<file path="src/hdl/assert_macros.svh">
`ifndef ASSERT_MACROS_SVH
`define ASSERT_MACROS_SVH

// concurrent check on the rising clock edge, off while reset is held
`define ASSERT_CLK(lbl, clk, rst_n, prop) \
	lbl: assert property (@(posedge clk) disable iff (!rst_n) (prop)) \
		else $error("idw check failed");

// condition that must never hold
`define ASSERT_NEVER(lbl, clk, rst_n, cond) `ASSERT_CLK(lbl, clk, rst_n, !(cond))

`endif

</file>
<file path="src/hdl/idw_pkg.sv">
`default_nettype none

package idw_pkg;

	localparam int MAX_POINTS_DEF = 256;
	localparam int COORD_BITS_DEF = 12;
	localparam int IN_COORD_W     = 12;
	localparam int VAL_W          = 16;
	localparam int OUT_W          = 32;
	localparam int STAT_W         = 3;
	localparam int HELD_W         = 9;
	localparam int CMD_W          = 2;
	localparam int T_W            = 21;
	localparam int W_W            = 2 * T_W;
	localparam int FRAC_D         = 8;
	localparam int FRAC_Q         = 16;
	localparam int QUEUE_DEPTH    = 2;

	typedef enum logic [CMD_W-1:0] {
		CMD_CLEAR  = 2'd0,
		CMD_LOAD   = 2'd1,
		CMD_QUERY  = 2'd2,
		CMD_UNUSED = 2'd3
	} cmd_t;

	typedef enum logic [STAT_W-1:0] {
		ST_OK    = 3'd0,
		ST_HIT   = 3'd1,
		ST_EMPTY = 3'd2,
		ST_ZERO  = 3'd3,
		ST_FULL  = 3'd4
	} status_t;

	typedef struct packed {
		cmd_t                  op;
		logic [IN_COORD_W-1:0] x;
		logic [IN_COORD_W-1:0] y;
		logic [VAL_W-1:0]      v;
	} job_t;

	typedef struct packed {
		logic busy;
		logic done;
	} unit_stat_t;

endpackage

`default_nettype wire

</file>
<file path="src/hdl/idw_ifs.sv">
`default_nettype none

interface idw_in_if import idw_pkg::*; ();
	logic                    valid;
	logic                    ready;
	logic [CMD_W-1:0]        command;
	logic [IN_COORD_W-1:0]   coord_x;
	logic [IN_COORD_W-1:0]   coord_y;
	logic signed [VAL_W-1:0] sample_value;

	modport source(output valid, command, coord_x, coord_y, sample_value, input ready);
	modport sink(input valid, command, coord_x, coord_y, sample_value, output ready);
endinterface


`default_nettype wire

</file>
<file path="src/hdl/idw_front.sv">
`default_nettype none
`include "assert_macros.svh"

module idw_front import idw_pkg::*; #(
	parameter int QD = QUEUE_DEPTH
) (
	input  logic  clk,
	input  logic  arst_n,
	idw_in_if.sink req,
	output job_t  job,
	output logic  job_vld,
	input  logic  job_rdy
);

	localparam int PTR_W = (QD > 1) ? $clog2(QD) : 1;
	localparam int CNT_W = $clog2(QD + 1);

	job_t             q_mem [QD];
	logic [PTR_W-1:0] wr_q;
	logic [PTR_W-1:0] rd_q;
	logic [CNT_W-1:0] cnt_q;
	logic             push;
	logic             pop;
	cmd_t             op;

	assign req.ready = cnt_q != CNT_W'(QD);
	assign push      = req.valid && req.ready;
	assign pop       = job_vld && job_rdy;
	assign job_vld   = cnt_q != '0;
	assign job       = q_mem[rd_q];

	always_comb begin
		unique case (req.command)
			CMD_CLEAR: op = CMD_CLEAR;
			CMD_LOAD:  op = CMD_LOAD;
			CMD_QUERY: op = CMD_QUERY;
			default:   op = CMD_UNUSED;
		endcase
	end

	always_ff @(posedge clk) begin
		if (push) begin
			q_mem[wr_q] <= '{op: op, x: req.coord_x, y: req.coord_y, v: req.sample_value};
		end
	end

	always_ff @(posedge clk or negedge arst_n) begin
		if (!arst_n) begin
			wr_q  <= '0;
			rd_q  <= '0;
			cnt_q <= '0;
		end else begin
			if (push) begin
				wr_q <= (wr_q == PTR_W'(QD - 1)) ? '0 : wr_q + 1'b1;
			end
			if (pop) begin
				rd_q <= (rd_q == PTR_W'(QD - 1)) ? '0 : rd_q + 1'b1;
			end
			if (push && !pop) begin
				cnt_q <= cnt_q + 1'b1;
			end else if (pop && !push) begin
				cnt_q <= cnt_q - 1'b1;
			end
		end
	end

	`ASSERT_CLK(a_q_bound, clk, arst_n, cnt_q <= CNT_W'(QD))
	`ASSERT_NEVER(a_pop_empty, clk, arst_n, pop && cnt_q == '0)
	`ASSERT_CLK(a_push_grow, clk, arst_n, (push && !pop) |=> cnt_q == $past(cnt_q) + 1'b1)

endmodule

`default_nettype wire

</file>
<file path="src/flat_wrapper.sv">
// flat-port wrapper written by rule: the top's interface ports become plain ports
module idw_front_flat import idw_pkg::*;
#(
	parameter int QD = QUEUE_DEPTH
)
  (clk, arst_n, job, job_vld, job_rdy, req_valid, req_command, req_coord_x, req_coord_y, req_sample_value, req_ready);
  idw_in_if req_i ();
  input  logic clk;
  input  logic arst_n;
  output job_t job;
  output logic job_vld;
  input  logic job_rdy;
  input wire logic [$bits(req_i.valid)-1:0] req_valid;
  input wire logic [$bits(req_i.command)-1:0] req_command;
  input wire logic [$bits(req_i.coord_x)-1:0] req_coord_x;
  input wire logic [$bits(req_i.coord_y)-1:0] req_coord_y;
  input wire logic [$bits(req_i.sample_value)-1:0] req_sample_value;
  output wire logic [$bits(req_i.ready)-1:0] req_ready;
  assign req_i.valid = req_valid;
  assign req_i.command = req_command;
  assign req_i.coord_x = req_coord_x;
  assign req_i.coord_y = req_coord_y;
  assign req_i.sample_value = req_sample_value;
  assign req_ready = req_i.ready;
  idw_front #(.QD(QD)) u_core (.clk(clk), .arst_n(arst_n), .req(req_i), .job(job), .job_vld(job_vld), .job_rdy(job_rdy));
endmodule
</file>
<file path="config.mk">
export PLATFORM = sky130hd
export DESIGN_NAME = idw_front_flat
export DESIGN_NICKNAME = d
export VERILOG_FILES = /design/src/hdl/idw_pkg.sv /design/src/hdl/idw_ifs.sv /design/src/hdl/idw_front.sv /design/src/flat_wrapper.sv
export VERILOG_INCLUDE_DIRS = /design/src /design/src/hdl
export SDC_FILE = /design/constraint.sdc
export NUM_CORES = 1
export LEC_CHECK = 0
export BUFFER_PORTS_ARGS = -buffer_cell sky130_fd_sc_hd__buf_4
export CAP_MARGIN = 10
export CORE_ASPECT_RATIO = 1.1
export CORE_MARGIN = 10
export CORE_UTILIZATION = 52
export DETAILED_ROUTE_END_ITERATION = 16
export PLACE_DENSITY = 0.81
export SETUP_SLACK_MARGIN = 0.05
export SLEW_MARGIN = 20
export SYNTH_ARGS = -nofsm -noshare
export SYNTH_HDL_FRONTEND = slang
export SYNTH_SLANG_ARGS = --single-unit
</file>
<file path="constraint.sdc">
create_clock -name clk -period 3.4 [get_ports clk]
set_input_delay 0.34 -clock clk [delete_from_list [all_inputs] [get_ports clk]]
set_output_delay 0.34 -clock clk [all_outputs]
set_load 0.1 [all_outputs]
</file>
==> results.py, run 1 <==
metrics = {
    "status": {
        "status": "finished, final reports clean",
    },
    "global_route": {
        "grt_overflow": 0,
        "grtUsageTotal_pct": 11.9,
        "grt_pass1_wl_mm": 9.76,
        "grt_pass1_vias": 1826,
        "antenna_found_initial": 0,
        "grt_max_degree": 43,
    },
    "synthesis": {
        "yosys_register_bits": 88,
        "synth.area.top_cells": "edfxtp_1 73%, mux2_4 17%, dfrtp_1 2.9%",
        "syn_inst": 151,
        "yosysUniqueCellTypes": 16,
        "synth_fp_nets": 198,
        "ys_warn_count": 0,
        "avgSynthCellArea_sq_um": 22.7,
        "seq_area_frac_synth_pct": 76.4,
        "synth_area_sq_mm": 0.00343,
        "synth_top_cell_area_share_pct": 73.4,
        "yosys.area.top_type": "edfxtp_1",
    },
    "final_layout": {
        "n_antenna_cell": 0,
        "fillers": 449,
        "drive_gt1_share_pct": 60.6,
        "syn_to_final_growth_pct": 26.0,
        "nets": 296,
    },
    "clocking": {
        "cts_buffers": 9,
        "cts.sinks": 88,
        "clk_latency_ns": 0.34,
        "cts_max_level": 3,
        "root_buffer": "clkbuf_8",
        "clk_path_buf_depth": 2,
        "cts.reportedPaths.clkPinSlew_ns": 0.09,
        "cts_tree": "yes",
    },
    "worst_hold_path": {
        "hold_path_class": "input port to flip-flop",
        "hold_start": "req_coord_y[11]",
        "hold_depth": 1,
        "whs_endpoint": "u_core.q_mem[0][27]$_DFFE_PP_",
    },
    "floorplan": {
        "dieArea_sq_mm": 0.0103,
        "dieHeight_um": 105,
        "die-width_um": 97.5,
        "initial_utilization_pct": 52.7,
        "core-area_sq_mm": 0.00652,
        "rows": 31,
        "io_pins": 90,
    },
    "timing": {
        "fin_skew_ns": 0.00840,
        "timing.slew.headroom_pct": 35.3,
        "fin_crit_sh_pct": 65.5,
        "rsz0062_at_grt": "false",
        "finalSetupTns_ns": 0,
        "finalHoldViolCount": 0,
        "fmax_mhz": 449,
        "period_minus_slack_ns": 2.23,
        "worstMarginPinSlew_ns": 0.971,
        "maxSlewViolCount": 0,
        "setup_viol": 0,
    },
    "placement": {
        "gp_congestion": 0.695,
        "io_buffers": 89,
    },
    "setup_path": {
        "worst_ep_required_time_ns": 3.06,
        "crit_type": "flip-flop to output port",
        "crit_path_cell_trace": "buf_4 -> mux2_4 -> buf_4",
        "crit_path_end_kind": "output port",
        "critPathMaxFanout": 16,
        "critical_path_arrival_ns": 1.89,
        "crit_top_cell": "buf_4",
        "regToRegStartpoint": "u_core.cnt_q[0]$_DFFE_PN0P_",
        "r2r_end": "u_core.q_mem[1][12]$_DFFE_PP_",
        "cpLargestDelayFamily": "buffers and inverters",
        "regToRegSetupSlack_ns": 1.59,
        "startpoint_type": "flip-flop",
        "reg2regPathDepth": 2,
        "critPathBufInv": 2,
        "slowest_stage": "dfrtp_2",
        "cp_slowest_stage_delay_ns": 0.59,
    },
    "detailed_routing": {
        "route.detailed.drc": 0,
        "vias": 1647,
        "final_antenna_net_count": 0,
        "dr_wl_met3_um": 493,
        "dr.pass1.iters": 4,
        "wl_met1_mm": 2.40,
        "drt_iter0_drc": 68,
        "wirelength_mm": 6.19,
        "wl_met2_mm": 3.22,
        "vias_per_cell": 4.90,
        "routedWlPerCell_um": 18.4,
        "top_layer_used": "met4",
    },
    "job": {
        "maxCapViolCount": 0,
    },
}
[worst register-to-register path, delay by kind of cell, from the launching register on]
kind	cells	cell delay [ns]
DFF	1	0.41
and+or+nand+nor	2	1.01
[cells in the mapped netlist]
master    count
edfxtp_1     84
mux2_4       39
buf_12        4
dfrtp_1       4
mux2_2        3
xnor2_1       3
clkbuf_1      2
nand2_1       2
nor2_1        2
xor2_1        2
and3_1        1
buf_6         1
ha_1          1
inv_1         1
nand2b_1      1
or2_1         1
[cells by family (layout without fill, tap and decap cells)]
family | after synthesis | after routing | share of synthesized area (%)
xor gates and xnor gates | 5 | 5 | 1.28
adders and majority gates | 1 | 1 | 0.364
buffers and inverters | 8 | 111 | 2.99
DFF | 88 | 88 | 76.4
muxes | 42 | 42 | 18.0
and+or+nand+nor | 7 | 7 | 0.984
[routing by layer]
metal | track usage, % | vias to the layer above
met5 | 0 | -
met4 | 4.37 | 0
met3 | 5.09 | 8
met2 | 20.2 | 58
met1 | 13.0 | 804
li1 | - | 777
[repair_timing]
action / 4_1_cts / 5_1_grt
hold endpoints to repair: 4 / 0
hold buffers: 1 / 0
setup buffers: 0 / 0
gates resized for setup: 0 / 0
[cell usage in the layout, fill, tap and decap left out]
| cell type | Yosys | final |
|---|---|---|
| xor2_1 | 2 | 2 |
| inv_1 | 1 | 1 |
| xnor2_1 | 3 | 3 |
| dfrtp_1 | 4 | 3 |
| dfrtp_2 | 0 | 1 |
| nor2_1 | 2 | 1 |
| nand2_1 | 2 | 2 |
| clkbuf_8 | 0 | 9 |
| buf_4 | 0 | 93 |
| and3_2 | 0 | 1 |
| dlygate4sd3_1 | 0 | 1 |
| mux2_2 | 3 | 3 |
| mux2_4 | 39 | 39 |
| inv_6 | 0 | 1 |
| nand2b_1 | 1 | 1 |
| edfxtp_1 | 84 | 84 |
| clkinvlp_4 | 0 | 2 |
| clkinv_2 | 0 | 3 |
| clkinv_4 | 0 | 1 |
| ha_1 | 1 | 1 |
| nor2_4 | 0 | 1 |
| or2_1 | 1 | 1 |
[sequential cells by signal (all words and copies together) (netlist names)]
register      cells
u_core.cnt_q      2
u_core.q_mem     84
u_core.rd_q       1
u_core.wr_q       1
[worst max-delay path by stage]
stage,startpoint,endpoint,slack (ns),depth (start not counted)
floorplan,u_core.cnt_q[0]$_DFFE_PN0P_,u_core.q_mem[0][0]$_DFFE_PP_,0.39,3
global placement,u_core.rd_q$_DFFE_PN0P_,job[3],1.53,3
detailed placement,u_core.rd_q$_DFFE_PN0P_,job[23],1.50,3
CTS,u_core.rd_q$_DFFE_PN0P_,job[23],1.13,3
global route,u_core.rd_q$_DFFE_PN0P_,job[0],1.08,3
finish,u_core.rd_q$_DFFE_PN0P_,job[8],1.17,3
[stage by stage]
step	instance area (sq um)	instances	setup slack [ns]	util, %	hold WS, ns
after floorplan	3440	151	0.389	-	0.0444
after global placement	4150	319	1.53	63.6	0.140
after detailed placement	4150	319	1.50	63.6	0.141
after CTS	4330	336	1.13	66.4	0.168
after global routing	4330	336	1.08	66.4	0.161
final	4330	336	1.17	66.4	0.180
[cell type report]
type	count	area [sq um]	area share, %
clock buffer	9	124	2.86
inverter	1	3.75	0.0867
sequential	88	2620	60.6
clock inverter	7	47.5	1.10
multi-input combinational	55	718	16.6
timing repair buffer	94	708	16.4
tap	82	103	2.37
Power of run 1 is left out: the tool's default activity adds up to more than one toggle a clock period on the data nets, which glitch-free logic cannot reach.
==> run 2: changes to the inputs <==
--- a/config.mk
+++ b/config.mk
@@ -6,6 +6,7 @@
 export SDC_FILE = /design/constraint.sdc
 export NUM_CORES = 1
 export LEC_CHECK = 0
+export ABC_AREA = 1
 export BUFFER_PORTS_ARGS = -buffer_cell sky130_fd_sc_hd__buf_4
 export CAP_MARGIN = 10
 export CORE_ASPECT_RATIO = 1.1
==> constraint.sdc (replaced) <==
create_clock -name clk -period 2.15 [get_ports clk]
set_input_delay 0.215 -clock clk [delete_from_list [all_inputs] [get_ports clk]]
set_output_delay 0.215 -clock clk [all_outputs]
set_load 0.1 [all_outputs]
==> run 2 against run 1 <==
Against the previous run: wire length rose by 3.5%; utilization rose by 2.2 points; cell area fell by 1.3%; register-to-register slack got worse by 1.0 ns; worst hold slack got worse by 0.12 ns; largest cell class unchanged.
==> results.py, run 2 <==
metrics = {
    "clocking": {
        "post-cts-setup-buffer-count": 0,
        "clk_path_buf_depth": 2,
        "cts_max_level": 3,
        "root_buffer": "clkbuf_8",
        "cts.sinks": 88,
        "cts.reportedPaths.clkPinSlew_ns": 0.08,
        "cts_tree": "yes",
        "clk_latency_ns": 0.33,
        "cts_buffers": 9,
    },
    "synthesis": {
        "syn_inst": 250,
        "yosysMostFrequentCell": "nand2_1",
        "synth_xor_area_share_pct": 0.521,
        "synthMuxAreaShare_pct": 0,
        "avgSynthCellArea_sq_um": 13.4,
        "ys_warn_count": 0,
        "async_flop_share_pct": 4.55,
        "ys.flop_type": "edfxtp_1",
        "yosysUniqueCellTypes": 17,
        "synth_common_cells": "123 x nand2_1, 84 x edfxtp_1, 13 x nand2_2",
        "synth_top_family_by_area": "simple AND/OR/NAND/NOR gates",
        "synth_compound_area_share_pct": 0,
        "yosys_register_bits": 88,
        "synth.area.top_cells": "edfxtp_1 75%, nand2_1 14%, dfrtp_1 3.0%",
        "synth-edff-count": 84,
        "synth_fa_ha_area_share_pct": 0.372,
        "synth_fp_nets": 297,
        "synth_area_sq_mm": 0.00336,
        "synth-simple-area-share_pct": 16.9,
        "synth_top_cell_area_share_pct": 75.1,
        "yosys.area.top_type": "edfxtp_1",
        "seq_area_frac_synth_pct": 78.1,
    },
    "timing": {
        "fin_skew_ns": 0.00794,
        "fmax_mhz": 515,
        "maxSlewViolCount": 0,
        "period_minus_slack_ns": 1.94,
        "rsz0062_at_grt": "false",
        "setup_viol": 0,
        "hold_slack_ns": 0.0630,
        "timing.slew.headroom_pct": 75.8,
        "fin_crit_sh_pct": 90.4,
        "worstMarginPinSlew_ns": 0.362,
        "finalHoldViolCount": 0,
    },
    "floorplan": {
        "dieArea_sq_mm": 0.0101,
        "initial_utilization_pct": 53.9,
        "core-area_sq_mm": 0.00623,
        "rows": 30,
        "io_pins": 90,
        "die-width_um": 96.6,
        "dieHeight_um": 104,
    },
    "detailed_routing": {
        "routedWlPerCell_um": 14.9,
        "drt_iter0_drc": 107,
        "dr.pass1.iters": 4,
        "wirelength_mm": 6.40,
        "final_antenna_net_count": 0,
        "route.detailed.drc": 0,
        "vias_per_cell": 4.64,
        "vias": 1991,
    },
    "final_layout": {
        "final_cells": 429,
        "final_common_cell": "nand2_1",
        "regMostFlops": "u_core.q_mem",
        "final_cell_mix": "123 x nand2_1, 92 x buf_4, 84 x edfxtp_1",
        "fillers": 474,
        "top_regs": "u_core.q_mem x84, u_core.cnt_q x2",
        "syn_to_final_growth_pct": 27.2,
        "n_antenna_cell": 0,
        "nets": 391,
        "largest_reg_flops": 84,
        "drive_gt1_share_pct": 35.5,
    },
    "setup_path": {
        "crit_path_end_kind": "output port",
        "startpoint_type": "flip-flop",
        "critPathMaxFanout": 26,
        "crit_type": "flip-flop to output port",
        "reg2regPathDepth": 5,
        "critical_path_arrival_ns": 1.73,
        "worst_ep_required_time_ns": 1.93,
    },
    "worst_hold_path": {
        "hold_depth": 1,
        "hold_path_class": "input port to flip-flop",
    },
    "status": {
        "status": "finished, final reports clean",
    },
    "global_route": {
        "grt_pass1_vias": 2167,
        "grt_overflow": 0,
        "grtUsageTotal_pct": 12.5,
        "antenna_found_initial": 0,
        "grt_pass1_wl_mm": 10.3,
        "grt_max_degree": 44,
    },
    "placement": {
        "hpwl_mm": 4.57,
        "gp_congestion": 0.716,
        "dp.cells": 412,
        "io_buffers": 89,
    },
    "job": {
        "maxCapViolCount": 0,
    },
}
-- run 2: changes by cell type after synthesis, moves of 2 or more --
cell and change:
mux2_2 -3, buf_4 +3, xnor2_1 -2, nand3_1 +2
buf_6 +4, nand2_2 +13, inv_1 +4, mux2_4 -39
buf_12 -3, nand2_1 +121
-- run 2: final timing paths --
kind | from | end | slack, ns
worst min-delay path | req_sample_value[0] | u_core.q_mem[1][0]$_DFFE_PP_ | 0.06
min in group asynchronous | arst_n | u_core.rd_q$_DFFE_PN0P_ | 0.23
worst max-delay path | u_core.rd_q$_DFFE_PN0P_ | job[16] | 0.21
worst min register to register | u_core.cnt_q[0]$_DFFE_PN0P_ | u_core.cnt_q[0]$_DFFE_PN0P_ | 0.52
max in group asynchronous | arst_n | u_core.rd_q$_DFFE_PN0P_ | 1.81
worst max register to register | u_core.cnt_q[0]$_DFFE_PN0P_ | u_core.q_mem[0][24]$_DFFE_PP_ | 0.59
-- run 2: routing by layer --
metal / track usage, % / vias up / part of all wire [%]
met5: 0 / - / 0
met4: 4.75 / 0 / 0.70
met3: 3.65 / 6 / 5.4
met2: 23.1 / 56 / 56
met1: 12.9 / 913 / 38
li1: - / 1016 / -
-- run 2: through the flow --
step                      utilization (%)  setup TNS, ns  setup slack (ns)  cell area, sq um
final                                68.6              0             0.207              4270
after global routing                 68.6              0             0.105              4270
after CTS                            68.5              0            0.0588              4270
after detailed placement             65.5              0             0.441              4080
after global placement               65.5              0             0.448              4080
after floorplan                         -         -32.50            -0.387              3360
-- run 2: critical path: stages, from the launching register on --
cell	delay [ns]
dfrtp_4	0.62
buf_4	0.31
nand2_1	0.08
nand2_1	0.08
buf_4	0.29
-- run 2: repair_timing --
item / CTS / global route
hold buffers: 1 / 0
hold endpoints to repair: 4 / 0
endpoints found under the setup margin: 0 / 17
resized for setup: 0 / 1
-- run 2: final cells by class --
cell class,instances,area [sq um],area share (%)
inverters,7,33.8,0.791
multi-input cells,144,612,14.3
clock buffers,11,131,3.07
clock inverters,5,48.8,1.14
well taps,80,100,2.34
repair buffers,94,721,16.9
flip-flops and latches,88,2630,61.5
-- run 2: cell families (layout without fill, tap and decap cells) --
| family | Yosys count | in the layout |
|---|---|---|
| simple gates | 141 | 141 |
| xor+xnor | 2 | 2 |
| flops | 88 | 88 |
| buf+inv | 18 | 117 |
| fa+ha+maj | 1 | 1 |
Power of run 2 is left out for the same reason.
==> run 3: changes to the inputs <==
--- a/config.mk
+++ b/config.mk
@@ -9,7 +9,6 @@
 export ABC_AREA = 1
 export BUFFER_PORTS_ARGS = -buffer_cell sky130_fd_sc_hd__buf_4
 export CAP_MARGIN = 10
-export CORE_ASPECT_RATIO = 1.1
 export CORE_MARGIN = 10
 export CORE_UTILIZATION = 52
 export DETAILED_ROUTE_END_ITERATION = 16
==> constraint.sdc (replaced) <==
create_clock -name clk -period 2.2 [get_ports clk]
set_input_delay 0.22 -clock clk [delete_from_list [all_inputs] [get_ports clk]]
set_output_delay 0.22 -clock clk [all_outputs]
set_load 0.1 [all_outputs]
==> run 3 against run 2 <==
Against the previous run: cell area increased by 0.12%; worst hold slack got worse by 0.0088 ns; die area barely moved; worst setup slack better by 0.21 ns; critical path type unchanged.
==> results.py, run 3 (synthesized netlist as in run 2, its figures left out) <==
metrics = {
    "clocking": {
        "cts_max_level": 3,
        "post-cts-setup-buffer-count": 0,
        "cts_buffers": 9,
        "cts.reportedPaths.clkPinSlew_ns": 0.08,
        "cts.sinks": 88,
        "root_buffer": "clkbuf_8",
        "clk_latency_ns": 0.34,
        "cts_tree": "yes",
        "clk_path_buf_depth": 2,
    },
    "floorplan": {
        "rows": 29,
        "dieArea_sq_mm": 0.0101,
        "io_pins": 90,
        "dieHeight_um": 100,
        "die-width_um": 100,
        "core-area_sq_mm": 0.00631,
        "initial_utilization_pct": 53.2,
    },
    "final_layout": {
        "design_area_sq_mm": 0.00428,
        "drive_gt1_share_pct": 36.5,
        "top_regs": "u_core.q_mem x84, u_core.cnt_q x2",
        "final_common_cell": "nand2_1",
        "largest_reg_flops": 84,
        "regMostFlops": "u_core.q_mem",
        "final_cell_mix": "123 x nand2_1, 93 x buf_4, 84 x edfxtp_1",
        "n_antenna_cell": 0,
        "utilization_pct": 67.8,
        "nets": 393,
        "syn_to_final_growth_pct": 27.3,
    },
    "job": {
        "maxCapViolCount": 0,
    },
    "detailed_routing": {
        "dr.pass1.iters": 4,
        "vias": 2026,
        "wirelength_mm": 6.67,
        "vias_per_cell": 4.73,
        "routedWlPerCell_um": 15.6,
        "final_antenna_net_count": 0,
        "drt_iter0_drc": 70,
        "route.detailed.drc": 0,
    },
    "setup_path": {
        "crit_type": "flip-flop to output port",
        "startpoint_type": "flip-flop",
        "critPathMaxFanout": 22,
        "regToRegStartpoint": "u_core.cnt_q[0]$_DFFE_PN0P_",
        "crit_start": "u_core.rd_q$_DFFE_PN0P_",
        "critical_path_arrival_ns": 1.56,
        "worst_ep_required_time_ns": 1.98,
        "crit_path_end_kind": "output port",
    },
    "global_route": {
        "antenna_found_initial": 0,
        "grt_overflow": 0,
        "grt_max_degree": 44,
        "grt_pass1_wl_mm": 10.3,
        "grt_pass1_vias": 2095,
        "grtUsageTotal_pct": 13.1,
    },
    "timing": {
        "worstMarginPinSlew_ns": 0.365,
        "rsz0062_at_grt": "false",
        "fin_skew_ns": 0.00619,
        "fin_crit_sh_pct": 81.0,
        "finalHoldViolCount": 0,
        "period_minus_slack_ns": 1.78,
        "fmax_mhz": 561,
        "maxSlewViolCount": 0,
        "timing.slew.headroom_pct": 75.6,
        "setup_viol": 0,
    },
    "worst_hold_path": {
        "hold_path_class": "input port to flip-flop",
        "hold_start": "req_sample_value[0]",
    },
    "placement": {
        "io_buffers": 89,
        "hpwl_mm": 4.66,
        "gp_congestion": 0.675,
        "placed_area_sq_mm": 0.00410,
    },
    "status": {
        "status": "finished, final reports clean",
    },
}
==> run 3: layout make-up <==
type / instances / area, sq um
clock buffer: 10 / 128
clock inverter: 6 / 36.3
fill: 484 / 2040
inverter: 7 / 33.8
multi-input combinational: 144 / 612
sequential: 88 / 2620
tap: 77 / 96.3
timing repair buffer: 96 / 748
==> run 3: path summary, 6_finish.rpt <==
check	depth (start not counted)	endpoint	slack (ns)
min in group asynchronous	2	u_core.cnt_q[0]$_DFFE_PN0P_	0.22
max in group asynchronous	2	u_core.rd_q$_DFFE_PN0P_	1.87
max	4	job[12]	0.42
min	1	u_core.q_mem[1][0]$_DFFE_PP_	0.05
max reg2reg	5	u_core.q_mem[0][35]$_DFFE_PP_	0.65
min reg2reg	2	u_core.cnt_q[1]$_DFFE_PN0P_	0.53
==> run 3: worst max-delay path, stage by stage, from the launching register on <==
cell	delay [ns]
dfrtp_2	0.43
buf_4	0.29
nand2_1	0.10
nand2_1	0.10
buf_4	0.30
==> run 3: repair_timing <==
action                    4_1_cts  5_1_grt
resized for setup               0        0
hold endpoints to repair        4        0
hold buffers                    1        0
==> run 3: layer usage <==
| metal | vias to the layer above | global-route usage, % | share of wire, % |
|---|---|---|---|
| met5 | - | 0 | 0 |
| met4 | 0 | 6.52 | 1.7 |
| met3 | 11 | 5.29 | 7.3 |
| met2 | 61 | 22.4 | 52 |
| met1 | 933 | 13.8 | 39 |
| li1 | 1021 | - | - |
==> run 3: through the flow <==
step	worst slack (ns)	TNS, ns	hold WS [ns]	std cells
after CTS	0.386	0	0.0363	428
final	0.417	0	0.0542	428
after detailed placement	0.653	0	0.0198	411
after floorplan	-0.337	-28.30	-0.0756	250
after global placement	0.696	0	0.0212	411
after global routing	0.332	0	0.0401	428
Power of run 3 is left out for the same reason.
